### src/design/wsd_pkg.sv
// Shared types and constants for the WebSocket frame deframer and unmasker.
`default_nettype none

package wsd_pkg;

    // Widest accumulated message length
    localparam int unsigned LENGTH_BITS = 16;
    localparam logic [16:0] LEN_MAX     = 17'((64'd1 << LENGTH_BITS) - 64'd1);

    // Decoupling queue between parser and output stage
    localparam int unsigned QDEPTH = 4;
    localparam int unsigned QPTR_W = $clog2(QDEPTH);
    localparam int unsigned QCNT_W = $clog2(QDEPTH + 1);

    // Header byte fields
    localparam logic [7:0] RSV_MASK    = 8'h70;
    localparam logic [7:0] FIN_MASK    = 8'h80;
    localparam logic [7:0] MASK_BIT    = 8'h80;
    localparam logic [6:0] LEN_EXT16   = 7'd126;
    localparam logic [6:0] LEN_EXT64   = 7'd127;

    localparam logic [3:0] OP_CONT   = 4'h0;
    localparam logic [3:0] OP_TEXT   = 4'h1;
    localparam logic [3:0] OP_BINARY = 4'h2;

    typedef enum logic [2:0] {
        PH_HDR0,
        PH_HDR1,
        PH_EXT,
        PH_KEY,
        PH_DATA
    } phase_t;

    typedef enum logic [1:0] {
        KIND_DATA,
        KIND_END,
        KIND_ERROR
    } kind_t;

    typedef enum logic [2:0] {
        ERR_RESERVED,
        ERR_OPCODE,
        ERR_UNMASKED,
        ERR_LEN64,
        ERR_SIZE
    } err_t;

    // One queued result: raw byte and key byte are combined in the output stage
    typedef struct packed {
        kind_t       kind;
        logic [7:0]  raw_byte;
        logic [7:0]  key_byte;
        logic        is_text;
        logic        eom;
        logic [15:0] length;
        err_t        code;
    } wsd_item_t;

endpackage

`default_nettype wire

### src/design/wsd_queue.sv
// Small register FIFO that decouples the header parser from the output stage.
`default_nettype none

module wsd_queue (
    input  wire               clk,
    input  wire               rst_n,
    input  wire               push,
    input  wsd_pkg::wsd_item_t push_item,
    output logic              full,
    input  wire               pop,
    output wsd_pkg::wsd_item_t pop_item,
    output logic              empty
);
    import wsd_pkg::*;

    wsd_item_t           mem_reg [QDEPTH];
    logic [QPTR_W-1:0]   wr_ptr_reg;
    logic [QPTR_W-1:0]   rd_ptr_reg;
    logic [QCNT_W-1:0]   count_reg;
    logic                do_push;
    logic                do_pop;

    assign full     = (count_reg == QCNT_W'(QDEPTH));
    assign empty    = (count_reg == '0);
    assign do_push  = push && !full;
    assign do_pop   = pop && !empty;
    assign pop_item = mem_reg[rd_ptr_reg];

    always_ff @(posedge clk)
    begin
        if (do_push)
        begin
            mem_reg[wr_ptr_reg] <= push_item;
        end
    end

    always_ff @(posedge clk or negedge rst_n)
    begin
        if (!rst_n)
        begin
            wr_ptr_reg <= '0;
            rd_ptr_reg <= '0;
            count_reg  <= '0;
        end
        else
        begin
            if (do_push)
            begin
                wr_ptr_reg <= wr_ptr_reg + QPTR_W'(1);
            end
            if (do_pop)
            begin
                rd_ptr_reg <= rd_ptr_reg + QPTR_W'(1);
            end
            case ({do_push, do_pop})
                2'b10:   count_reg <= count_reg + QCNT_W'(1);
                2'b01:   count_reg <= count_reg - QCNT_W'(1);
                default: count_reg <= count_reg;
            endcase
        end
    end

    a_count_track: assert property (@(posedge clk) disable iff (!rst_n)
        1'b1 |=> count_reg == $past(count_reg) + QCNT_W'($past(do_push))
                              - QCNT_W'($past(do_pop)))
        else $error("queue count out of step with push and pop");

endmodule

`default_nettype wire

### src/design/wsd_parser.sv
// Front end: header parser, size checks and message bookkeeping, one byte per cycle while in_accept is high.
`default_nettype none

module wsd_parser (
    input  wire                clk,
    input  wire                rst_n,
    input  wire                in_accept,
    input  wire  [7:0]         in_byte,
    input  wire  [15:0]        limit,
    output logic               push,
    output wsd_pkg::wsd_item_t push_item
);
    import wsd_pkg::*;

    phase_t      phase_reg,  phase_next;
    logic        fin_reg,    fin_next;
    logic        text_reg,   text_next;
    logic [31:0] key_reg,    key_next;
    logic [15:0] rem_reg,    rem_next;
    logic [1:0]  hidx_reg,   hidx_next;
    logic [1:0]  kpos_reg,   kpos_next;
    logic [15:0] count_reg,  count_next;
    logic        dead_reg,   dead_next;

    logic [15:0] len;
    logic [16:0] sum;
    logic        too_big;
    logic [15:0] ext_len;
    logic [7:0]  key_byte;
    logic [15:0] count_inc;
    logic [15:0] rem_dec;

    assign ext_len   = {rem_reg[7:0], in_byte};
    assign len       = (phase_reg == PH_EXT) ? ext_len : {9'd0, in_byte[6:0]};
    assign sum       = {1'b0, count_reg} + {1'b0, len};
    assign too_big   = (sum > {1'b0, limit}) || (sum > LEN_MAX);
    assign count_inc = count_reg + 16'd1;
    assign rem_dec   = rem_reg - 16'd1;

    always_comb
    begin
        case (kpos_reg)
            2'd0:    key_byte = key_reg[31:24];
            2'd1:    key_byte = key_reg[23:16];
            2'd2:    key_byte = key_reg[15:8];
            default: key_byte = key_reg[7:0];
        endcase
    end

    always_comb
    begin
        phase_next = phase_reg;
        fin_next   = fin_reg;
        text_next  = text_reg;
        key_next   = key_reg;
        rem_next   = rem_reg;
        hidx_next  = hidx_reg;
        kpos_next  = kpos_reg;
        count_next = count_reg;
        dead_next  = dead_reg;

        push              = 1'b0;
        push_item.kind    = KIND_ERROR;
        push_item.raw_byte = 8'd0;
        push_item.key_byte = 8'd0;
        push_item.is_text = text_reg;
        push_item.eom     = 1'b0;
        push_item.length  = count_reg;
        push_item.code    = ERR_RESERVED;

        if (in_accept && !dead_reg)
        begin
            unique case (phase_reg)
                PH_HDR0:
                begin
                    fin_next = |(in_byte & FIN_MASK);
                    if ((in_byte & RSV_MASK) != 8'd0)
                    begin
                        push           = 1'b1;
                        push_item.code = ERR_RESERVED;
                        dead_next      = 1'b1;
                    end
                    else
                    begin
                        unique case (in_byte[3:0])
                            OP_CONT:
                            begin
                                phase_next = PH_HDR1;
                            end
                            OP_TEXT, OP_BINARY:
                            begin
                                text_next  = (in_byte[3:0] == OP_TEXT);
                                count_next = 16'd0;
                                phase_next = PH_HDR1;
                            end
                            default:
                            begin
                                push           = 1'b1;
                                push_item.code = ERR_OPCODE;
                                dead_next      = 1'b1;
                            end
                        endcase
                    end
                end
                PH_HDR1:
                begin
                    if ((in_byte & MASK_BIT) == 8'd0)
                    begin
                        push           = 1'b1;
                        push_item.code = ERR_UNMASKED;
                        dead_next      = 1'b1;
                    end
                    else if (in_byte[6:0] == LEN_EXT64)
                    begin
                        push           = 1'b1;
                        push_item.code = ERR_LEN64;
                        dead_next      = 1'b1;
                    end
                    else if (in_byte[6:0] == LEN_EXT16)
                    begin
                        phase_next = PH_EXT;
                        hidx_next  = 2'd0;
                        rem_next   = 16'd0;
                    end
                    else if (too_big)
                    begin
                        push           = 1'b1;
                        push_item.code = ERR_SIZE;
                        dead_next      = 1'b1;
                    end
                    else
                    begin
                        rem_next   = len;
                        phase_next = PH_KEY;
                        hidx_next  = 2'd0;
                    end
                end
                PH_EXT:
                begin
                    rem_next = ext_len;
                    if (hidx_reg == 2'd0)
                    begin
                        hidx_next = 2'd1;
                    end
                    else if (too_big)
                    begin
                        push           = 1'b1;
                        push_item.code = ERR_SIZE;
                        dead_next      = 1'b1;
                    end
                    else
                    begin
                        phase_next = PH_KEY;
                        hidx_next  = 2'd0;
                    end
                end
                PH_KEY:
                begin
                    key_next = {key_reg[23:0], in_byte};
                    if (hidx_reg != 2'd3)
                    begin
                        hidx_next = hidx_reg + 2'd1;
                    end
                    else
                    begin
                        hidx_next = 2'd0;
                        kpos_next = 2'd0;
                        if (rem_reg == 16'd0)
                        begin
                            phase_next = PH_HDR0;
                            if (fin_reg)
                            begin
                                push           = 1'b1;
                                push_item.kind = KIND_END;
                                push_item.eom  = 1'b1;
                            end
                        end
                        else
                        begin
                            phase_next = PH_DATA;
                        end
                    end
                end
                PH_DATA:
                begin
                    kpos_next          = kpos_reg + 2'd1;
                    count_next         = count_inc;
                    rem_next           = rem_dec;
                    push               = 1'b1;
                    push_item.kind     = KIND_DATA;
                    push_item.raw_byte = in_byte;
                    push_item.key_byte = key_byte;
                    push_item.length   = count_inc;
                    if (rem_dec == 16'd0)
                    begin
                        phase_next    = PH_HDR0;
                        push_item.eom = fin_reg;
                    end
                end
                default:
                begin
                    phase_next = PH_HDR0;
                end
            endcase
        end
    end

    always_ff @(posedge clk or negedge rst_n)
    begin
        if (!rst_n)
        begin
            phase_reg <= PH_HDR0;
            fin_reg   <= 1'b0;
            text_reg  <= 1'b0;
            key_reg   <= '0;
            rem_reg   <= '0;
            hidx_reg  <= '0;
            kpos_reg  <= '0;
            count_reg <= '0;
            dead_reg  <= 1'b0;
        end
        else
        begin
            phase_reg <= phase_next;
            fin_reg   <= fin_next;
            text_reg  <= text_next;
            key_reg   <= key_next;
            rem_reg   <= rem_next;
            hidx_reg  <= hidx_next;
            kpos_reg  <= kpos_next;
            count_reg <= count_next;
            dead_reg  <= dead_next;
        end
    end

    a_dead_sticky: assert property (@(posedge clk) disable iff (!rst_n)
        dead_reg |=> dead_reg)
        else $error("parser left the dead state without reset");

    a_error_kills: assert property (@(posedge clk) disable iff (!rst_n)
        (push && push_item.kind == KIND_ERROR) |=> dead_reg)
        else $error("error item queued without stopping the parser");

    a_dead_silent: assert property (@(posedge clk) disable iff (!rst_n)
        dead_reg |-> !push)
        else $error("item queued after an error");

endmodule

`default_nettype wire

### src/design/wsd_emit.sv
// Back end: unmask the payload byte and hold the result in the output register.
`default_nettype none

module wsd_emit (
    input  wire                clk,
    input  wire                rst_n,
    input  wsd_pkg::wsd_item_t q_item,
    input  wire                q_empty,
    output logic               q_pop,
    output logic               m_tvalid,
    input  wire                m_tready,
    output logic [31:0]        m_tdata,
    output logic               m_tlast,
    output logic [1:0]         m_tuser
);
    import wsd_pkg::*;

    logic        valid_reg;
    kind_t       kind_reg;
    logic [7:0]  payload_reg;
    logic        text_reg;
    logic        eom_reg;
    logic [15:0] length_reg;
    err_t        code_reg;

    assign q_pop = !q_empty && (!valid_reg || m_tready);

    always_ff @(posedge clk or negedge rst_n)
    begin
        if (!rst_n)
        begin
            valid_reg <= 1'b0;
        end
        else if (q_pop)
        begin
            valid_reg <= 1'b1;
        end
        else if (m_tready)
        begin
            valid_reg <= 1'b0;
        end
    end

    always_ff @(posedge clk)
    begin
        if (q_pop)
        begin
            kind_reg    <= q_item.kind;
            payload_reg <= (q_item.kind == KIND_DATA) ? (q_item.raw_byte ^ q_item.key_byte)
                                                     : 8'd0;
            text_reg    <= q_item.is_text;
            eom_reg     <= q_item.eom;
            length_reg  <= q_item.length;
            code_reg    <= q_item.code;
        end
    end

    assign m_tvalid = valid_reg;
    assign m_tdata  = {4'd0, code_reg, length_reg, text_reg, payload_reg};
    assign m_tlast  = eom_reg;
    assign m_tuser  = kind_reg;

    a_payload_zero: assert property (@(posedge clk) disable iff (!rst_n)
        (valid_reg && kind_reg != KIND_DATA) |-> payload_reg == 8'd0)
        else $error("non-data item carries payload bits");

endmodule

`default_nettype wire

### src/design/websocket_frame_deframer_unmasker_core.sv
// Top level of the WebSocket client frame deframer and unmasker.
// The item for a byte accepted at one edge is written into the queue at that same edge
//   and loaded from the queue into the output register, which raises m_tvalid, once
//   the output register is free.
// Throughput: one byte per cycle while s_tready is high; the parser updates its state per byte.
// s_tready drops only when the four-item queue is full, so output stalls do not
//   block input until the queue fills.
// Reset (rst_n, async, active low) clears parser state and queue; message_limit = 32768.
`default_nettype none

module websocket_frame_deframer_unmasker_core (
    input  wire         clk,
    input  wire         rst_n,
    // Configuration write: message_limit
    input  wire         cfg_valid,
    output logic        cfg_ready,
    input  wire  [15:0] cfg_data,
    // Input stream
    input  wire         s_tvalid,
    output logic        s_tready,
    input  wire  [7:0]  s_tdata,   // [7:0] stream_byte
    // Result stream
    output logic        m_tvalid,
    input  wire         m_tready,
    output logic [31:0] m_tdata,   // [7:0] payload_out, [8] is_text,
                                   // [24:9] message_length, [27:25] error_code, rest 0
    output logic        m_tlast,   // end_of_message
    output logic [1:0]  m_tuser    // kind
);
    import wsd_pkg::*;

    logic [15:0] limit_reg;
    logic        in_accept;
    logic        push;
    wsd_item_t   push_item;
    wsd_item_t   pop_item;
    logic        q_full;
    logic        q_empty;
    logic        q_pop;

    // The user writes configuration only while idle; the block does not enforce this, as cfg_ready is tied high.
    assign cfg_ready = 1'b1;

    always_ff @(posedge clk or negedge rst_n)
    begin
        if (!rst_n)
        begin
            limit_reg <= 16'd32768;
        end
        else if (cfg_valid && cfg_ready)
        begin
            limit_reg <= cfg_data;
        end
    end

    // Every accepted byte queues at most one item, so a free slot is enough.
    assign s_tready  = !q_full;
    assign in_accept = s_tvalid && s_tready;

    // Front: parse headers, track lengths, queue results.
    wsd_parser u_parser (
        .clk       (clk),
        .rst_n     (rst_n),
        .in_accept (in_accept),
        .in_byte   (s_tdata),
        .limit     (limit_reg),
        .push      (push),
        .push_item (push_item)
    );

    // Queue: lets the parser run on while the output side stalls.
    wsd_queue u_queue (
        .clk       (clk),
        .rst_n     (rst_n),
        .push      (push),
        .push_item (push_item),
        .full      (q_full),
        .pop       (q_pop),
        .pop_item  (pop_item),
        .empty     (q_empty)
    );

    // Back: unmask and drive the result stream.
    wsd_emit u_emit (
        .clk      (clk),
        .rst_n    (rst_n),
        .q_item   (pop_item),
        .q_empty  (q_empty),
        .q_pop    (q_pop),
        .m_tvalid (m_tvalid),
        .m_tready (m_tready),
        .m_tdata  (m_tdata),
        .m_tlast  (m_tlast),
        .m_tuser  (m_tuser)
    );

    a_no_overflow: assert property (@(posedge clk) disable iff (!rst_n)
        (push && q_full) |-> 1'b0)
        else $error("parser queued an item into a full queue");

endmodule

`default_nettype wire

### config.mk
export PLATFORM = sky130hd
export DESIGN_NAME = websocket_frame_deframer_unmasker_core
export DESIGN_NICKNAME = d
export VERILOG_FILES = /design/src/design/wsd_pkg.sv /design/src/design/wsd_queue.sv /design/src/design/wsd_parser.sv /design/src/design/wsd_emit.sv /design/src/design/websocket_frame_deframer_unmasker_core.sv
export SDC_FILE = /design/constraint.sdc
export NUM_CORES = 1
export LEC_CHECK = 0
export BUFFER_PORTS_ARGS = -buffer_cell sky130_fd_sc_hd__buf_2
export CORE_UTILIZATION = 41
export CTS_CLUSTER_DIAMETER = 80
export CTS_CLUSTER_SIZE = 12
export DETAILED_ROUTE_END_ITERATION = 12
export GPL_TIMING_DRIVEN = 0
export MAX_ROUTING_LAYER = met4
export SLEW_MARGIN = 20
export SYNTH_ARGS = -nofsm -noshare
export SYNTH_HDL_FRONTEND = slang
export SYNTH_SLANG_ARGS = --single-unit
### constraint.sdc
create_clock -name clk -period 6.25 [get_ports clk]
set_input_delay 0.3125 -clock clk [delete_from_list [all_inputs] [get_ports clk]]
set_output_delay 0.3125 -clock clk [all_outputs]
set_load 0.01 [all_outputs]
==> results.json <==
{
  "port_buffers": 61,
  "post_drt_wl_per_cell_um": 17.7,
  "p_sw_frac": 0.301,
  "placed_area_um2": 14300,
  "vdd_ir_drop_max_uv": 245,
  "synthCells": 1030,
  "finalPower_mw": 5.35,
  "synth-async-reset-ratio": 0.344,
  "routed_wl_mm": 28.4,
  "run_status": "complete, no violations",
  "skew_ps": 25.8,
  "synth-warning-count": 0,
  "switching_power_mw": 1.61,
  "largest_reg_flops": 156,
  "p_int_mw": 3.74,
  "drt-pass1-iter-count": 5,
  "post-route-cell-area_um2": 15400,
  "vias_per_cell": 5.27,
  "drive_gt1_frac": 0.177,
  "detail-route-antenna-nets": 0,
  "crit_top_cell": "ha_1",
  "timing.final.crit_share": 0.931,
  "worstHoldPathType": "primary input to flop",
  "htree_levels": 1,
  "hold-path-cell-count": 2,
  "tightest_slew_ps": 981,
  "final_cell_mix": "187 x edfxtp_1, 97 x nor2_1, 96 x dfrtp_1",
  "synth_ff_type": "edfxtp_1",
  "critical_path_required_ps": 6710,
  "avgSynthCellArea_um2": 12.9,
  "root_buffer": "clkbuf_16",
  "grtUsageTotal": 0.183,
  "static-leakage-power_nw": 5.91,
  "worst_setup_path_end_kind": "flop",
  "worstSetupStartpointType": "flop",
  "gp_congestion": 0.887,
  "p_per_area_nw_per_um2": 348,
  "grt_pass1_vias": 8509,
  "r2r_slack_ps": 430,
  "io_pins": 67,
  "r2r_end": "u_queue.count_reg[2]$_DFFE_PN0P_",
  "max_freq_ghz": 0.172,
  "cp_max_fo": 10,
  "cts_sinks": 285,
  "arrival_ps": 6280,
  "syn_to_final_growth_pct": 15.5,
  "die_h_um": 182,
  "path_class": "flop to flop",
  "netlist-cell-type-count": 79,
  "dp_hpwl_mm": 19.8,
  "slew_headroom": 0.346,
  "diodes": 0,
  "clockBufferDepth": 3,
  "num_vias": 8459,
  "grt_pass1_wl_mm": 46.4,
  "drc": 0,
  "crit_slowest_cell": "dfrtp_1",
  "crit_path_max_incr_delay_ps": 460,
  "drv_cap": 0,
  "synth_seq_cells": 285,
  "synth_enable_flop_cells": 187,
  "die_w_um": 182,
  "maxSlewViolCount": 0,
  "die-area_um2": 33200,
  "nets": 1228,
  "initial_utilization": 0.419,
  "clock_latency_ps": 540,
  "tns_ps": 0,
  "nFillCells": 2814,
  "cts_tree": "built",
  "seqPwrFrac": 0.450,
  "reg2reg_depth": 28,
  "hold_path_end": "limit_reg[0]$_DFFE_PN0P_",
  "final-setup-viol-count": 0,
  "antenna_found_initial": 0,
  "rr_startpoint": "u_parser.phase_reg[0]$_DFFE_PN0P_",
  "drtIter0Drc": 655,
  "cts-buffers-inserted": 28,
  "design.core.area_um2": 31800,
  "synthesis.area_um2": 13300,
  "grt_max_degree": 60,
  "rows": 65,
  "clkTransAtPathRegs_ps": 60,
  "hold_ws_ps": 59.8,
  "final_hold_viol_count": 0,
  "hp-start": "cfg_valid",
  "yosysSeqAreaShare": 0.606,
  "final_common_cell": "edfxtp_1",
  "fin_crit_ps": 5820,
  "overflow": 0,
  "power.clock.fraction": 0.294,
  "p_comb_frac": 0.256
}
==> worst max-delay path: cells and delay by family (launching register included) <==
kind | cells | cell delay [ps]
buf+inv | 5 | 720
compound gates | 8 | 1450
simple gates | 8 | 1580
flops | 1 | 460
fa+ha+maj | 4 | 1130
xor+xnor | 3 | 390
==> logic make-up after synthesis <==
logic type | after synthesis | synth area share
fa+ha+maj | 49 | 0.0471
mux | 67 | 0.0827
xor+xnor | 68 | 0.0447
buf+inv | 85 | 0.0269
other cells | 2 | 0.000564
simple gates | 266 | 0.0975
flops | 285 | 0.606
compound gates | 208 | 0.0950
==> through the flow <==
stage               utilization  setup slack, ps  std cells
floorplan                     -             1040       1033
finish                    0.484              428       1606
CTS                       0.483              132       1604
global placement          0.446             -544       1529
global route              0.484            -12.0       1606
detailed placement        0.451              198       1535
==> cells in the mapped netlist (6+ instances only) <==
library cell	n	area share
buf_2	7	0.0026
nand2_1	63	0.018
o21ai_0	59	0.022
o21ai_1	25	0.0094
xnor2_1	54	0.035
buf_4	6	0.0034
and2_1	15	0.0070
clkbuf_1	26	0.0073
inv_1	37	0.010
edfxtp_1	187	0.42
mux4_2	31	0.052
a21oi_1	58	0.022
xor2_1	14	0.0092
mux2_2	34	0.029
a31oi_1	7	0.0033
nor3_1	13	0.0049
ha_1	47	0.044
nand3_1	13	0.0049
nor4_1	6	0.0028
dfrtp_1	97	0.18
buf_1	6	0.0017
and3_1	16	0.0075
a222oi_1	8	0.0060
nand2b_1	6	0.0028
nor2_1	97	0.027
==> repair_timing <==
| action | 4_1_cts | 5_1_grt |
|---|---|---|
| buffers inserted | 0 | 3 |
| hold endpoints to repair | 56 | 0 |
| resized for setup | 0 | 5 |
| endpoints found under the setup margin | 0 | 103 |
| hold buffers | 18 | 0 |
==> power by group through the flow <==
stage,clock network (mW),registers (mW),logic [mW]
3_3_place_gp,0,2.44,1.33
2_1_floorplan,0,2.47,0.888
6_report,1.58,2.41,1.37
5_1_grt,1.70,2.43,1.53
3_5_place_dp,0,2.44,1.38
4_1_cts,1.62,2.41,1.40
==> layout make-up <==
cell class / instances / area [µm²] / area share
Buffer: 45 / 210 / 0.0137
Clock buffer: 48 / 797 / 0.0518
Clock inverter: 3 / 46.3 / 0.00301
Inverter: 39 / 146 / 0.00951
Multi-Input combinational cell: 663 / 4930 / 0.320
Sequential cell: 285 / 8070 / 0.524
Tap cell: 435 / 544 / 0.0354
Timing Repair Buffer: 88 / 649 / 0.0422
==> worst max-delay path by stage <==
| stage | start | endpoint | slack [ps] | cells past startpoint |
|---|---|---|---|---|
| global route | u_parser.phase_reg[0]$_DFFE_PN0P_ | u_queue.count_reg[2]$_DFFE_PN0P_ | -10 | 28 |
| CTS | u_parser.phase_reg[1]$_DFFE_PN0P_ | u_queue.count_reg[2]$_DFFE_PN0P_ | 130 | 29 |
| floorplan | u_parser.phase_reg[1]$_DFFE_PN0P_ | u_queue.mem_reg[0][0]$_DFFE_PP_ | 1040 | 23 |
| finish | u_parser.phase_reg[0]$_DFFE_PN0P_ | u_queue.count_reg[2]$_DFFE_PN0P_ | 430 | 28 |
| detailed placement | u_parser.phase_reg[1]$_DFFE_PN0P_ | u_queue.count_reg[2]$_DFFE_PN0P_ | 200 | 29 |
| global placement | u_parser.phase_reg[1]$_DFFE_PN0P_ | u_queue.mem_reg[3][28]$_DFFE_PP_ | -540 | 23 |
==> routing by layer <==
layer	global-route usage	wire (µm)
met1	0.246	13000
met2	0.297	13600
met3	0.0233	1240
met4	0.0410	481
met5	-	0
No activity file was read; power rests on OpenSTA's default activity.
